`src/rtl/sssd_pkg.sv`:
```
// Package for the seven-segment scan driver: shared types, constants and
// the digit-to-segment decode. No dependencies.
`default_nettype none

package sssd_pkg;

  localparam int POSITIONS = 4;

  typedef logic [3:0]  digit_t;
  typedef logic [1:0]  pos_t;
  typedef logic [2:0]  count_t;
  typedef logic [6:0]  seg_t;
  typedef logic [15:0] dwell_t;

  // Request codes on the action field
  localparam logic ACT_TICK = 1'b0;
  localparam logic ACT_LOAD = 1'b1;

  localparam logic signed [15:0] VALUE_MIN = -16'sd999;
  localparam logic signed [15:0] VALUE_MAX = 16'sd9999;

  localparam dwell_t DWELL_RESET    = 16'd5;
  localparam seg_t   MINUS_SEGMENTS = 7'h40;

  // Segments a..g on bits 0..6, active high; non-decimal codes are blank
  function automatic seg_t seg_decode(input digit_t d);
    seg_t s;
    case (d)
      4'd0:    s = 7'h3F;
      4'd1:    s = 7'h06;
      4'd2:    s = 7'h5B;
      4'd3:    s = 7'h4F;
      4'd4:    s = 7'h66;
      4'd5:    s = 7'h6D;
      4'd6:    s = 7'h7D;
      4'd7:    s = 7'h07;
      4'd8:    s = 7'h7F;
      4'd9:    s = 7'h6F;
      default: s = 7'h00;
    endcase
    return s;
  endfunction

endpackage

`default_nettype wire

```
`src/rtl/seven_segment_scan_driver_core.sv`:
```
// Four-position multiplexed seven-segment scan driver, top level.
// Depends on sssd_pkg (types, constants, segment decode).
`default_nettype none

// Takes one request per clock when not stalled and gives one result per
// request, through an input register, then the result register. A load
// request clamps its value to -999..9999, splits the magnitude into decimal
// digits with three independent reciprocal multiplies, and answers blank;
// a tick request lights the current position and advances the dwell count.
// Back-pressure on the result side holds both stages; the input register
// still takes a request while a finished result waits, if it is empty.
module seven_segment_scan_driver_core (
  input  wire logic                  clk,
  input  wire logic                  rst_n,
  input  wire logic                  in_valid,
  output logic                       in_stall,
  input  wire logic                  in_action,
  input  wire logic signed [15:0]    in_value,
  output logic                       out_valid,
  input  wire logic                  out_stall,
  output logic [3:0]                 out_digit_enable,
  output logic [6:0]                 out_segments,
  output logic [1:0]                 out_scan_slot,
  input  wire logic                  cfg_we,
  input  wire sssd_pkg::dwell_t      cfg_dwell_ticks
);
  import sssd_pkg::*;

  // input register
  logic               s1_valid_r;
  logic               s1_action_r;
  logic signed [15:0] s1_value_r;

  // display state
  dwell_t dwell_r;
  digit_t digits_r [POSITIONS];
  digit_t digits_nxt [POSITIONS];
  count_t count_r, count_nxt;
  logic   neg_r, neg_nxt;
  pos_t   scan_r, scan_nxt;
  dwell_t cnt_r, cnt_nxt;

  // result register
  logic   out_valid_r;
  logic [3:0] en_r, en_nxt;
  seg_t   seg_r, seg_nxt;
  pos_t   slot_r, slot_nxt;

  logic adv;
  assign adv      = !out_valid_r || !out_stall;
  assign in_stall = s1_valid_r && !adv;

  // ---- load path: clamp and decimal split
  logic signed [15:0] clamped;
  logic [15:0]        abs_v;
  logic [13:0]        mag;
  logic [29:0]        p10;
  logic [25:0]        p100;
  logic [26:0]        p1000;
  logic [9:0]         q1;
  logic [6:0]         q2;
  logic [3:0]         q3;
  logic [13:0]        r0;
  logic [9:0]         r1;
  logic [6:0]         r2;

  always_comb begin
    if (s1_value_r < VALUE_MIN) begin
      clamped = VALUE_MIN;
    end else if (s1_value_r > VALUE_MAX) begin
      clamped = VALUE_MAX;
    end else begin
      clamped = s1_value_r;
    end
    abs_v = clamped[15] ? 16'(-clamped) : 16'(clamped);
    mag   = abs_v[13:0];
    // floor(mag/10), /100, /1000, exact over 0..9999
    p10   = 30'(mag) * 30'd52429;
    p100  = 26'(mag) * 26'd5243;
    p1000 = 27'(mag) * 27'd8389;
    q1    = p10[28:19];
    q2    = p100[25:19];
    q3    = p1000[26:23];
    r0    = mag - 14'(q1) * 14'd10;
    r1    = q1 - 10'(q2) * 10'd10;
    r2    = q2 - 7'(q3) * 7'd10;
  end

  // ---- tick path
  logic [2:0] used;
  logic [2:0] pos_inc;
  dwell_t     dwell_eff;
  dwell_t     cnt_inc;

  always_comb begin
    used = count_r + {2'b00, neg_r};
    if (used == 3'd0) begin
      used = 3'd1;
    end else if (used > 3'(POSITIONS)) begin
      used = 3'(POSITIONS);
    end
    pos_inc   = {1'b0, scan_r} + 3'd1;
    dwell_eff = (dwell_r == '0) ? 16'd1 : dwell_r;
    cnt_inc   = cnt_r + 16'd1;
  end

  always_comb begin
    digits_nxt = digits_r;
    count_nxt  = count_r;
    neg_nxt    = neg_r;
    scan_nxt   = scan_r;
    cnt_nxt    = cnt_r;
    en_nxt     = '0;
    seg_nxt    = '0;
    slot_nxt   = '0;
    case (s1_action_r)
      ACT_LOAD: begin
        digits_nxt[0] = r0[3:0];
        digits_nxt[1] = r1[3:0];
        digits_nxt[2] = r2[3:0];
        digits_nxt[3] = q3;
        neg_nxt       = clamped[15];
        if (mag >= 14'd1000) begin
          count_nxt = 3'd4;
        end else if (mag >= 14'd100) begin
          count_nxt = 3'd3;
        end else if (mag >= 14'd10) begin
          count_nxt = 3'd2;
        end else begin
          count_nxt = 3'd1;
        end
        scan_nxt = '0;
        cnt_nxt  = '0;
      end
      ACT_TICK: begin
        en_nxt   = 4'(1) << scan_r;
        slot_nxt = scan_r;
        if ({1'b0, scan_r} < count_r) begin
          seg_nxt = seg_decode(digits_r[scan_r]);
        end else if (neg_r && ({1'b0, scan_r} == count_r)) begin
          seg_nxt = MINUS_SEGMENTS;
        end
        if (cnt_inc >= dwell_eff) begin
          cnt_nxt  = '0;
          scan_nxt = (pos_inc >= used) ? pos_t'(0) : pos_inc[1:0];
        end else begin
          cnt_nxt = cnt_inc;
        end
      end
      default: ;
    endcase
  end

  always_ff @(posedge clk) begin
    if (!rst_n) begin
      s1_valid_r  <= 1'b0;
      out_valid_r <= 1'b0;
      dwell_r     <= DWELL_RESET;
      for (int i = 0; i < POSITIONS; i++) begin
        digits_r[i] <= '0;
      end
      count_r <= 3'd1;
      neg_r   <= 1'b0;
      scan_r  <= '0;
      cnt_r   <= '0;
    end else begin
      if (cfg_we) begin
        dwell_r <= cfg_dwell_ticks;
      end
      if (!in_stall) begin
        s1_valid_r <= in_valid;
      end
      if (adv) begin
        out_valid_r <= s1_valid_r;
        if (s1_valid_r) begin
          digits_r <= digits_nxt;
          count_r  <= count_nxt;
          neg_r    <= neg_nxt;
          scan_r   <= scan_nxt;
          cnt_r    <= cnt_nxt;
        end
      end
    end
  end

  // payload registers
  always_ff @(posedge clk) begin
    if (!in_stall && in_valid) begin
      s1_action_r <= in_action;
      s1_value_r  <= in_value;
    end
    if (adv && s1_valid_r) begin
      en_r   <= en_nxt;
      seg_r  <= seg_nxt;
      slot_r <= slot_nxt;
    end
  end

  assign out_valid        = out_valid_r;
  assign out_digit_enable = en_r;
  assign out_segments     = seg_r;
  assign out_scan_slot    = slot_r;

  a_enable_onehot: assert property (@(posedge clk) disable iff (!rst_n)
    out_valid_r |-> $onehot0(en_r))
    else $error("more than one position lit");

  a_blank_dark: assert property (@(posedge clk) disable iff (!rst_n)
    (out_valid_r && en_r == 4'd0) |-> (seg_r == 7'd0 && slot_r == 2'd0))
    else $error("blank result carries segments or slot");

  a_scan_in_range: assert property (@(posedge clk) disable iff (!rst_n)
    {1'b0, scan_r} < used)
    else $error("scan position beyond used slots");

  a_stall_needs_item: assert property (@(posedge clk) disable iff (!rst_n)
    in_stall |-> (s1_valid_r && out_valid_r))
    else $error("input stalled with free stage");

endmodule

`default_nettype wire
```
`config.mk`:
```
export PLATFORM = sky130hd
export DESIGN_NAME = seven_segment_scan_driver_core
export DESIGN_NICKNAME = d
export VERILOG_FILES = /design/src/rtl/sssd_pkg.sv /design/src/rtl/seven_segment_scan_driver_core.sv
export SDC_FILE = /design/constraint.sdc
export NUM_CORES = 1
export LEC_CHECK = 0
export BUFFER_PORTS_ARGS = -buffer_cell sky130_fd_sc_hd__buf_2
export CAP_MARGIN = 20
export CORE_MARGIN = 1
export CORE_UTILIZATION = 52
export CTS_CLUSTER_SIZE = 24
export DETAILED_ROUTE_END_ITERATION = 10
export PLACE_DENSITY_LB_ADDON = 0.05
export SETUP_SLACK_MARGIN = 0.1
export SYNTH_ARGS = -nofsm -noshare
export SYNTH_HDL_FRONTEND = slang
export SYNTH_SLANG_ARGS = --single-unit
```
`constraint.sdc`:
```
create_clock -name clk -period 12 [get_ports clk]
set_input_delay 0 -clock clk [delete_from_list [all_inputs] [get_ports clk]]
set_output_delay 0 -clock clk [all_outputs]
set_load 0.03 [all_outputs]
```
==> results by group, run 1 <==
Status
  • Status: completed

Global routing
  • Antenna violations before repair: 0
  • Vias in the first global route: 9164
  • Largest net degree at the start of global routing: 37
  • Global-route wire length before repair: 47.4 mm
  • Total GRT Usage: 25.3%
  • Sum of overflow across all layers after global routing: 0

Critical path
  • Worst setup SP type: register
  • Cell with the largest stage delay on the worst path: sky130_fd_sc_hd__edfxtp_1
  • Source of the worst register-to-register timing path: s1_value_r[15]$_DFFE_PP_
  • WP data arrival: 10.85 ns
  • Maximum fanout along the worst path: 21
  • Endpoint required time on the critical path: 12.22 ns
  • Type of the worst setup path: register to register
  • Reg2Reg Depth: 36
  • Element type at the critical path end: register
  • Largest stage delay on the critical path: 0.77 ns
  • Worst reg2reg path endpoint: digits_r[11]$_SDFFE_PN0P_
  • Reg-to-reg slack, setup: 1.37 ns
  • CP dominant cell by count: sky130_fd_sc_hd__fa_1

Pwr
  • Maximum vdd ir drop: 0.242 mV
  • Power density normalized to cell area: 228 nW/um^2
  • Leakage power of the design: 0.00707 uW

Yosys
  • Ys Warns: 0
  • Number of synthesized register bits: 86
  • Sequential-to-total area share from yosys stat: 16.3%
  • Number of distinct standard cells referenced by the synthesized netlist: 74
  • Area share of the leading cell type in the synthesized netlist: 27.3%
  • Number of enable flip-flop cells after synthesis: 30
  • Mapped cell area: 12400 sq um
  • Most frequently used flop master after synthesis: sky130_fd_sc_hd__dfxtp_1
  • Cell type with the largest total area after synthesis: sky130_fd_sc_hd__ha_1
  • Top area cells in the synthesized netlist: sky130_fd_sc_hd__ha_1 27%, sky130_fd_sc_hd__fa_1 21%, sky130_fd_sc_hd__dfxtp_1 9.0%, sky130_fd_sc_hd__inv_1 9.0%, sky130_fd_sc_hd__edfxtp_1 7.3%
  • Post-Synth Adder-Cell Area: 48.5%
  • Per-instance average area after synthesis: 9.53 sq um
  • Compound-cell area share of the yosys netlist: 10.5%
  • Main combinational cell family by area after synthesis: adder cells
  • Multiplexer area fraction after synthesis: 2.18%
  • Post-synthesis simple-gate area fraction: 8.99%
  • Async S/R FF share, synth: 0%
  • Xor and xnor fraction of the mapped netlist area: 3.64%
  • Gate Count Post-Synth: 1304

Detailed routing
  • WL per Instance: 16.9 um
  • Drt total wl: 29.0 mm
  • Number of remaining DRC errors: 0
  • Routed metal-1 wirelength: 13.2 mm
  • Routed vias/inst: 5.20
  • Met2 WL: 14.5 mm
  • Detailed-route via count: 8930
  • Number of detailed-route iterations in the first pass: 4
  • Met3 routed wirelength: 776 um
  • Initial drt markers: 320
  • Uppermost signal routing layer after detailed routing: met4
  • Number of antenna-violating nets in the routed design: 0

Worst hold path
  • Beginning of the worst hold path: rst_n
  • Class of the most critical hold timing path: primary input to register
  • Hold-critical path endpoint: dwell_r[2]$_SDFFE_PN1P_
  • Worst hold path depth: 2

Finish
  • Leading cell type in the layout, fill and taps excluded: sky130_fd_sc_hd__inv_1
  • Post-layout nets: 1833
  • Total of fill cells in the finished design: 2116
  • Commonest non-fill, non-tap cells in the layout: 297 x sky130_fd_sc_hd__inv_1, 271 x sky130_fd_sc_hd__ha_1, 131 x sky130_fd_sc_hd__fa_1
  • # diodes: 0
  • Syn-to-layout area delta: 10.9%
  • Layout cells sized above 1: 7.44%
  • Filler-free cell count of the finished design: 1717

Flow run
  • Count of max-cap constraint violations: 0

Clocking
  • Later-pin clock latency in the skew report: 0.34 ns
  • Clock slew at the register clock pins of the worst setup and hold paths: 0.06 ns
  • Clock sink total: 86
  • Clock Path Buffers: 2
  • Number of post-CTS setup repair buffers: 0
  • Total number of H-tree levels: 3
  • Root Driver: sky130_fd_sc_hd__clkbuf_16
  • CTS tree: yes
  • Number of buffers created by CTS: 9

Floorplanning
  • Die height: 157 um
  • Rows: 56
  • Die Wd: 157 um
  • Area of the placeable core: 23500 sq um
  • Die outline area: 24500 sq um
  • Starting Density: 52.9%
  • Number of ports placed on the die boundary: 53

Timing
  • Final worst clock skew: 0.00882 ns
  • Pins Over Slew Limit: 0
  • Final total negative setup slack: 0 ns
  • RSZ-0062 raised after global routing: false
  • Final setup violation count: 0
  • Minimum clock period: 10.63 ns
  • Worst slew margin relative to its limit: 29.5%
  • Actual slew at the worst max-slew pin: 1.06 ns
  • Final clock period utilization by the worst path: 88.6%
  • Fin. Hold Viols: 0
  • Max Fclk: 0.0941 GHz

Place
  • Cell Count Post-Placement: 1665
  • Final weighted congestion in routability-driven placement: 0.875
  • Number of I/O port buffers: 52
  • HPWL reported at the end of detailed placement: 24.2 mm
## power by group
group / switching, uW / internal, uW
sequential: 16.5 / 326
combinational: 1370 / 1110
clock: 117 / 192
total: 1510 / 1630
## cell usage after synthesis, types with 3 or more instances
cell type                   instances
sky130_fd_sc_hd__and3_1            12
sky130_fd_sc_hd__inv_2              3
sky130_fd_sc_hd__edfxtp_1          30
sky130_fd_sc_hd__nor4_1             5
sky130_fd_sc_hd__a21oi_1           55
sky130_fd_sc_hd__nand2_1           57
sky130_fd_sc_hd__fa_1             131
sky130_fd_sc_hd__ha_1             271
sky130_fd_sc_hd__a22o_1             9
sky130_fd_sc_hd__nand2b_1          16
sky130_fd_sc_hd__and2_1             7
sky130_fd_sc_hd__mux4_2             4
sky130_fd_sc_hd__nand3_1           17
sky130_fd_sc_hd__clkinv_1           3
sky130_fd_sc_hd__o211a_1            3
sky130_fd_sc_hd__a2111oi_0          4
sky130_fd_sc_hd__a211oi_1          11
sky130_fd_sc_hd__dfxtp_1           56
sky130_fd_sc_hd__nor3b_1            4
sky130_fd_sc_hd__clkbuf_1          20
sky130_fd_sc_hd__inv_1            297
sky130_fd_sc_hd__o22ai_1            3
sky130_fd_sc_hd__xnor2_1           33
sky130_fd_sc_hd__a31oi_1           10
sky130_fd_sc_hd__xor2_1            16
sky130_fd_sc_hd__a21o_1            12
sky130_fd_sc_hd__nor2_1            59
sky130_fd_sc_hd__nor3_1            23
sky130_fd_sc_hd__o21ai_0           39
sky130_fd_sc_hd__a211o_1            3
sky130_fd_sc_hd__nand4_1            7
sky130_fd_sc_hd__o31ai_1            3
sky130_fd_sc_hd__nor2b_1            7
sky130_fd_sc_hd__or2_2              3
sky130_fd_sc_hd__o21ai_1            4
sky130_fd_sc_hd__mux2i_1           18
## worst max path at each step
stage	start	end	slack, ns	cells past startpoint
after floorplan	s1_value_r[6]$_DFFE_PP_	digits_r[11]$_SDFFE_PN0P_	2.96	35
final	s1_value_r[15]$_DFFE_PP_	digits_r[11]$_SDFFE_PN0P_	1.37	36
after CTS	s1_value_r[15]$_DFFE_PP_	digits_r[11]$_SDFFE_PN0P_	1.43	36
after global placement	s1_value_r[15]$_DFFE_PP_	digits_r[11]$_SDFFE_PN0P_	1.67	36
after global routing	s1_value_r[15]$_DFFE_PP_	digits_r[11]$_SDFFE_PN0P_	0.69	36
after detailed placement	s1_value_r[15]$_DFFE_PP_	digits_r[11]$_SDFFE_PN0P_	1.53	36
## layer usage
layer | global-route usage, % | up-vias
met5 | 0 | -
met4 | 6.63 | 0
met3 | 2.46 | 29
met2 | 45.5 | 134
met1 | 32.3 | 4285
li1 | - | 4482
## registers in the layout, summed over array words and instances (netlist names), 2 cells and up
signal	cells
cnt_r	16
count_r	3
digits_r	16
dwell_r	16
out_digit_enable	4
out_scan_slot	2
out_segments	7
s1_value_r	16
scan_r	2
## through the flow
stage | total power [uW] | hold WS (ns) | setup slack, ns | area [sq um] | util [%]
floorplan | 2240 | 0.0989 | 2.96 | 12400 | -
global placement | 2810 | 0.178 | 1.67 | 13100 | 55.7
detailed placement | 2840 | 0.178 | 1.53 | 13100 | 55.7
CTS | 3190 | 0.0548 | 1.43 | 13800 | 58.7
global route | 3560 | 0.0653 | 0.690 | 13800 | 58.7
finish | 3140 | 0.0616 | 1.37 | 13800 | 58.7
## worst max-delay path: cells and delay by family, from the launching register on
| family | cells | cell delay [ns] |
|---|---|---|
| buf+inv | 6 | 0.65 |
| compound gates | 7 | 1.73 |
| xor+xnor | 6 | 1.43 |
| fa+ha+maj | 8 | 3.60 |
| flops | 1 | 0.77 |
| simple gates | 9 | 2.30 |
## cell families (layout without fill, tap and decap cells)
group / after synthesis / after routing
fa+ha+maj: 403 / 403
buf+inv: 325 / 418
simple gates: 228 / 228
compound gates: 188 / 188
flops: 86 / 86
xor+xnor: 50 / 50
mux: 22 / 22
other cells: 2 / 3
## layout make-up
class                           instances  area [sq um]  area share [%]
Clock buffer                           13           292            2.12
Tap cell                              319           399            2.90
Clock inverter                          3          45.0           0.327
Timing Repair Buffer                   99           703            5.10
Multi-Input combinational cell        894          9180            66.6
Sequential cell                        86          2020            14.7
Inverter                              303          1140            8.25
## timing repair
item	CTS	global route
hold buffers	36	0
hold endpoints to repair	35	0
gates resized for setup	0	0
No activity file was read; power rests on OpenSTA's default activity.
==> run 2: changes to the inputs <==
ABC_AREA = 1   (was default)
CELL_PAD_IN_SITES_DETAIL_PLACEMENT = 0   (was default)
CELL_PAD_IN_SITES_GLOBAL_PLACEMENT = 1   (was default)
CORE_UTILIZATION = 50   (was 52)
==> results by group, run 2 <==
Yosys
  • Cell type with the largest total area after synthesis: sky130_fd_sc_hd__ha_1 (unchanged)
  • Most frequently used flop master after synthesis: sky130_fd_sc_hd__dfxtp_1 (unchanged)
  • Multiplexer area fraction after synthesis: 0% (was 2.18%)
  • Number of synthesized register bits: 86 (unchanged)
  • Area share of the leading cell type in the synthesized netlist: 25.9% (was 27.3%)
  • Post-Synth Adder-Cell Area: 46.0% (was 48.5%)
  • Gate Count Post-Synth: 1547 (was 1304)
  • Per-instance average area after synthesis: 8.45 sq um (was 9.53 sq um)
  • Sequential-to-total area share from yosys stat: 15.5% (was 16.3%)
  • Library cell with the highest instance count after synthesis: sky130_fd_sc_hd__inv_1 (unchanged)
  • Most frequent cells after synthesis: 381 x sky130_fd_sc_hd__inv_1, 271 x sky130_fd_sc_hd__ha_1, 160 x sky130_fd_sc_hd__nand2_1, 131 x sky130_fd_sc_hd__fa_1, 99 x sky130_fd_sc_hd__a21oi_1 (was 297 x sky130_fd_sc_hd__inv_1, 271 x sky130_fd_sc_hd__ha_1, 131 x sky130_fd_sc_hd__fa_1, 59 x sky130_fd_sc_hd__nor2_1, 57 x sky130_fd_sc_hd__nand2_1)
  • Post-synthesis simple-gate area fraction: 13.7% (was 8.99%)
  • Number of enable flip-flop cells after synthesis: 30 (unchanged)
  • Number of distinct standard cells referenced by the synthesized netlist: 58 (was 74)
  • Main combinational cell family by area after synthesis: adder cells (unchanged)
  • Xor and xnor fraction of the mapped netlist area: 2.75% (was 3.64%)
  • Mapped cell area: 13100 sq um (was 12400 sq um)
  • Compound-cell area share of the yosys netlist: 9.94% (was 10.5%)
  • Top area cells in the synthesized netlist: sky130_fd_sc_hd__ha_1 26%, sky130_fd_sc_hd__fa_1 20%, sky130_fd_sc_hd__inv_1 11%, sky130_fd_sc_hd__dfxtp_1 8.6%, sky130_fd_sc_hd__edfxtp_1 6.9% (was sky130_fd_sc_hd__ha_1 27%, sky130_fd_sc_hd__fa_1 21%, sky130_fd_sc_hd__dfxtp_1 9.0%, sky130_fd_sc_hd__inv_1 9.0%, sky130_fd_sc_hd__edfxtp_1 7.3%)
  • Ys Warns: 0 (unchanged)
  • Async S/R FF share, synth: 0% (unchanged)

Detailed routing
  • Initial drt markers: 558 (was 320)
  • WL per Instance: 16.7 um (was 16.9 um)
  • Number of antenna-violating nets in the routed design: 0 (unchanged)
  • Drt total wl: 32.9 mm (was 29.0 mm)
  • Number of detailed-route iterations in the first pass: 5 (was 4)
  • Routed vias/inst: 5.16 (was 5.20)
  • Detailed-route via count: 10200 (was 8930)
  • Number of remaining DRC errors: 0 (unchanged)

Place
  • HPWL reported at the end of detailed placement: 28.0 mm (was 24.2 mm)
  • Number of I/O port buffers: 52 (unchanged)
  • Final weighted congestion in routability-driven placement: 0.882 (was 0.875)

Clocking
  • Number of post-CTS setup repair buffers: 0 (unchanged)
  • Total number of H-tree levels: 3 (unchanged)
  • CTS tree: yes (unchanged)
  • Root Driver: sky130_fd_sc_hd__clkbuf_16 (unchanged)
  • Clock sink total: 86 (unchanged)
  • Clock Path Buffers: 2 (unchanged)
  • Clock slew at the register clock pins of the worst setup and hold paths: 0.06 ns (about the same)
  • Later-pin clock latency in the skew report: 0.34 ns (about the same)
  • Number of buffers created by CTS: 9 (unchanged)

Critical path
  • Kind of cell adding the most delay to the critical path: adder cells (unchanged)
  • WP buf/inv: 13 (was 6)
  • Largest stage delay on the critical path: 0.74 ns (was 0.77 ns)
  • WP data arrival: 9.25 ns (was 10.85 ns)
  • Worst setup SP type: register (unchanged)
  • Maximum fanout along the worst path: 13 (was 21)
  • Element type at the critical path end: register (unchanged)
  • Cell with the largest stage delay on the worst path: sky130_fd_sc_hd__edfxtp_1 (unchanged)
  • Type of the worst setup path: register to register (unchanged)
  • CP dominant cell by count: sky130_fd_sc_hd__inv_1 (was sky130_fd_sc_hd__fa_1)
  • Endpoint required time on the critical path: 12.28 ns (was 12.22 ns)

Finish
  • Commonest non-fill, non-tap cells in the layout: 381 x sky130_fd_sc_hd__inv_1, 271 x sky130_fd_sc_hd__ha_1, 160 x sky130_fd_sc_hd__nand2_1 (was 297 x sky130_fd_sc_hd__inv_1, 271 x sky130_fd_sc_hd__ha_1, 131 x sky130_fd_sc_hd__fa_1)
  • Post-layout nets: 2079 (was 1833)
  • Layout cells sized above 1: 8.88% (was 7.44%)
  • # diodes: 0 (unchanged)
  • Syn-to-layout area delta: 10.5% (was 10.9%)
  • Leading cell type in the layout, fill and taps excluded: sky130_fd_sc_hd__inv_1 (unchanged)

Floorplanning
  • Die outline area: 26800 sq um (was 24500 sq um)
  • Starting Density: 51.5% (was 52.9%)
  • Die height: 164 um (was 157 um)
  • Rows: 58 (was 56)
  • Area of the placeable core: 25400 sq um (was 23500 sq um)
  • Die Wd: 164 um (was 157 um)
  • Number of ports placed on the die boundary: 53 (unchanged)

Timing
  • Final setup violation count: 0 (unchanged)
  • Actual slew at the worst max-slew pin: 1.06 ns (about the same)
  • Max Fclk: 0.111 GHz (was 0.0941 GHz)
  • Pins Over Slew Limit: 0 (unchanged)
  • Fin. Hold Viols: 0 (unchanged)
  • Final worst clock skew: 0.0110 ns (was 0.00882 ns)
  • RSZ-0062 raised after global routing: false (unchanged)
  • Final clock period utilization by the worst path: 74.8% (was 88.6%)
  • Worst slew margin relative to its limit: 27.3% (was 29.5%)
  • Minimum clock period: 8.97 ns (was 10.63 ns)
  • Final total negative setup slack: 0 ns (unchanged)

Global routing
  • Vias in the first global route: 10400 (was 9164)
  • Global-route track usage on met2: 43.5% (was 45.5%)
  • Global-route wire length before repair: 54.5 mm (was 47.4 mm)
  • Met3 track demand over resource: 2.64% (was 2.46%)
  • Largest net degree at the start of global routing: 30 (was 37)
  • Met1 track demand over resource in global routing: 36.1% (was 32.3%)
  • Total GRT Usage: 26.4% (was 25.3%)
  • Antenna violations before repair: 0 (unchanged)
  • Sum of overflow across all layers after global routing: 0 (unchanged)
  • Most Crowded Layer GR: met2 (unchanged)

Status
  • Status: completed (unchanged)

Worst hold path
  • Class of the most critical hold timing path: primary input to register (unchanged)

Flow run
  • Count of max-cap constraint violations: 0 (unchanged)
run 2: what timing repair did:
| item | CTS | global route |
|---|---|---|
| hold buffers | 38 | 0 |
| endpoints found under the hold margin | 35 | 0 |
| resized for setup | 0 | 0 |
run 2: path summary, 6_finish.rpt:
kind	cells after the start	end	slack [ns]	from
max	44	digits_r[7]$_SDFFE_PN0P_	3.03	s1_value_r[15]$_DFFE_PP_
min reg2reg	2	dwell_r[7]$_SDFFE_PN0P_	0.49	dwell_r[7]$_SDFFE_PN0P_
max reg2reg	44	digits_r[7]$_SDFFE_PN0P_	3.03	s1_value_r[15]$_DFFE_PP_
min	2	dwell_r[0]$_SDFFE_PN1P_	0.10	rst_n
run 2: kinds of logic after synthesis:
| group | after synthesis |
|---|---|
| AOI/OAI and AO/OA | 223 |
| and+or+nand+nor | 378 |
| other | 2 |
| buffers and inverters | 415 |
| DFF | 86 |
| xor gates and xnor gates | 41 |
| adders and majority gates | 402 |
run 2: area by class of cell:
type | count | area, sq um
fillers | 2413 | 11000
multi-input cells | 1047 | 9480
flip-flops and latches | 86 | 2020
inverters | 394 | 1480
repair buffers | 101 | 734
well taps | 330 | 413
clock buffers | 12 | 278
clock inverters | 4 | 32.5
run 2: metrics by stage:
| stage | hold slack, ns | utilization, % | instance area, sq um | setup slack (ns) | instances |
|---|---|---|---|---|---|
| detailed placement | 0.178 | 54.1 | 13700 | 3.05 | 1919 |
| global placement | 0.176 | 54.0 | 13700 | 3.18 | 1918 |
| finish | 0.101 | 56.9 | 14400 | 3.03 | 1974 |
| global route | 0.115 | 56.9 | 14400 | 2.24 | 1974 |
| CTS | 0.0956 | 56.8 | 14400 | 3.02 | 1973 |
| floorplan | 0.0989 | - | 13100 | 3.67 | 1548 |
run 2: per-layer routing:
metal / up-vias / wire (um)
met5: - / 0
met4: 0 / 930
met3: 48 / 1230
met2: 181 / 15100
met1: 4833 / 15700
li1: 5127 / -
Power of run 2 is left out: the tool's default activity adds up to more than one toggle a clock period on the data nets, which glitch-free logic cannot reach.
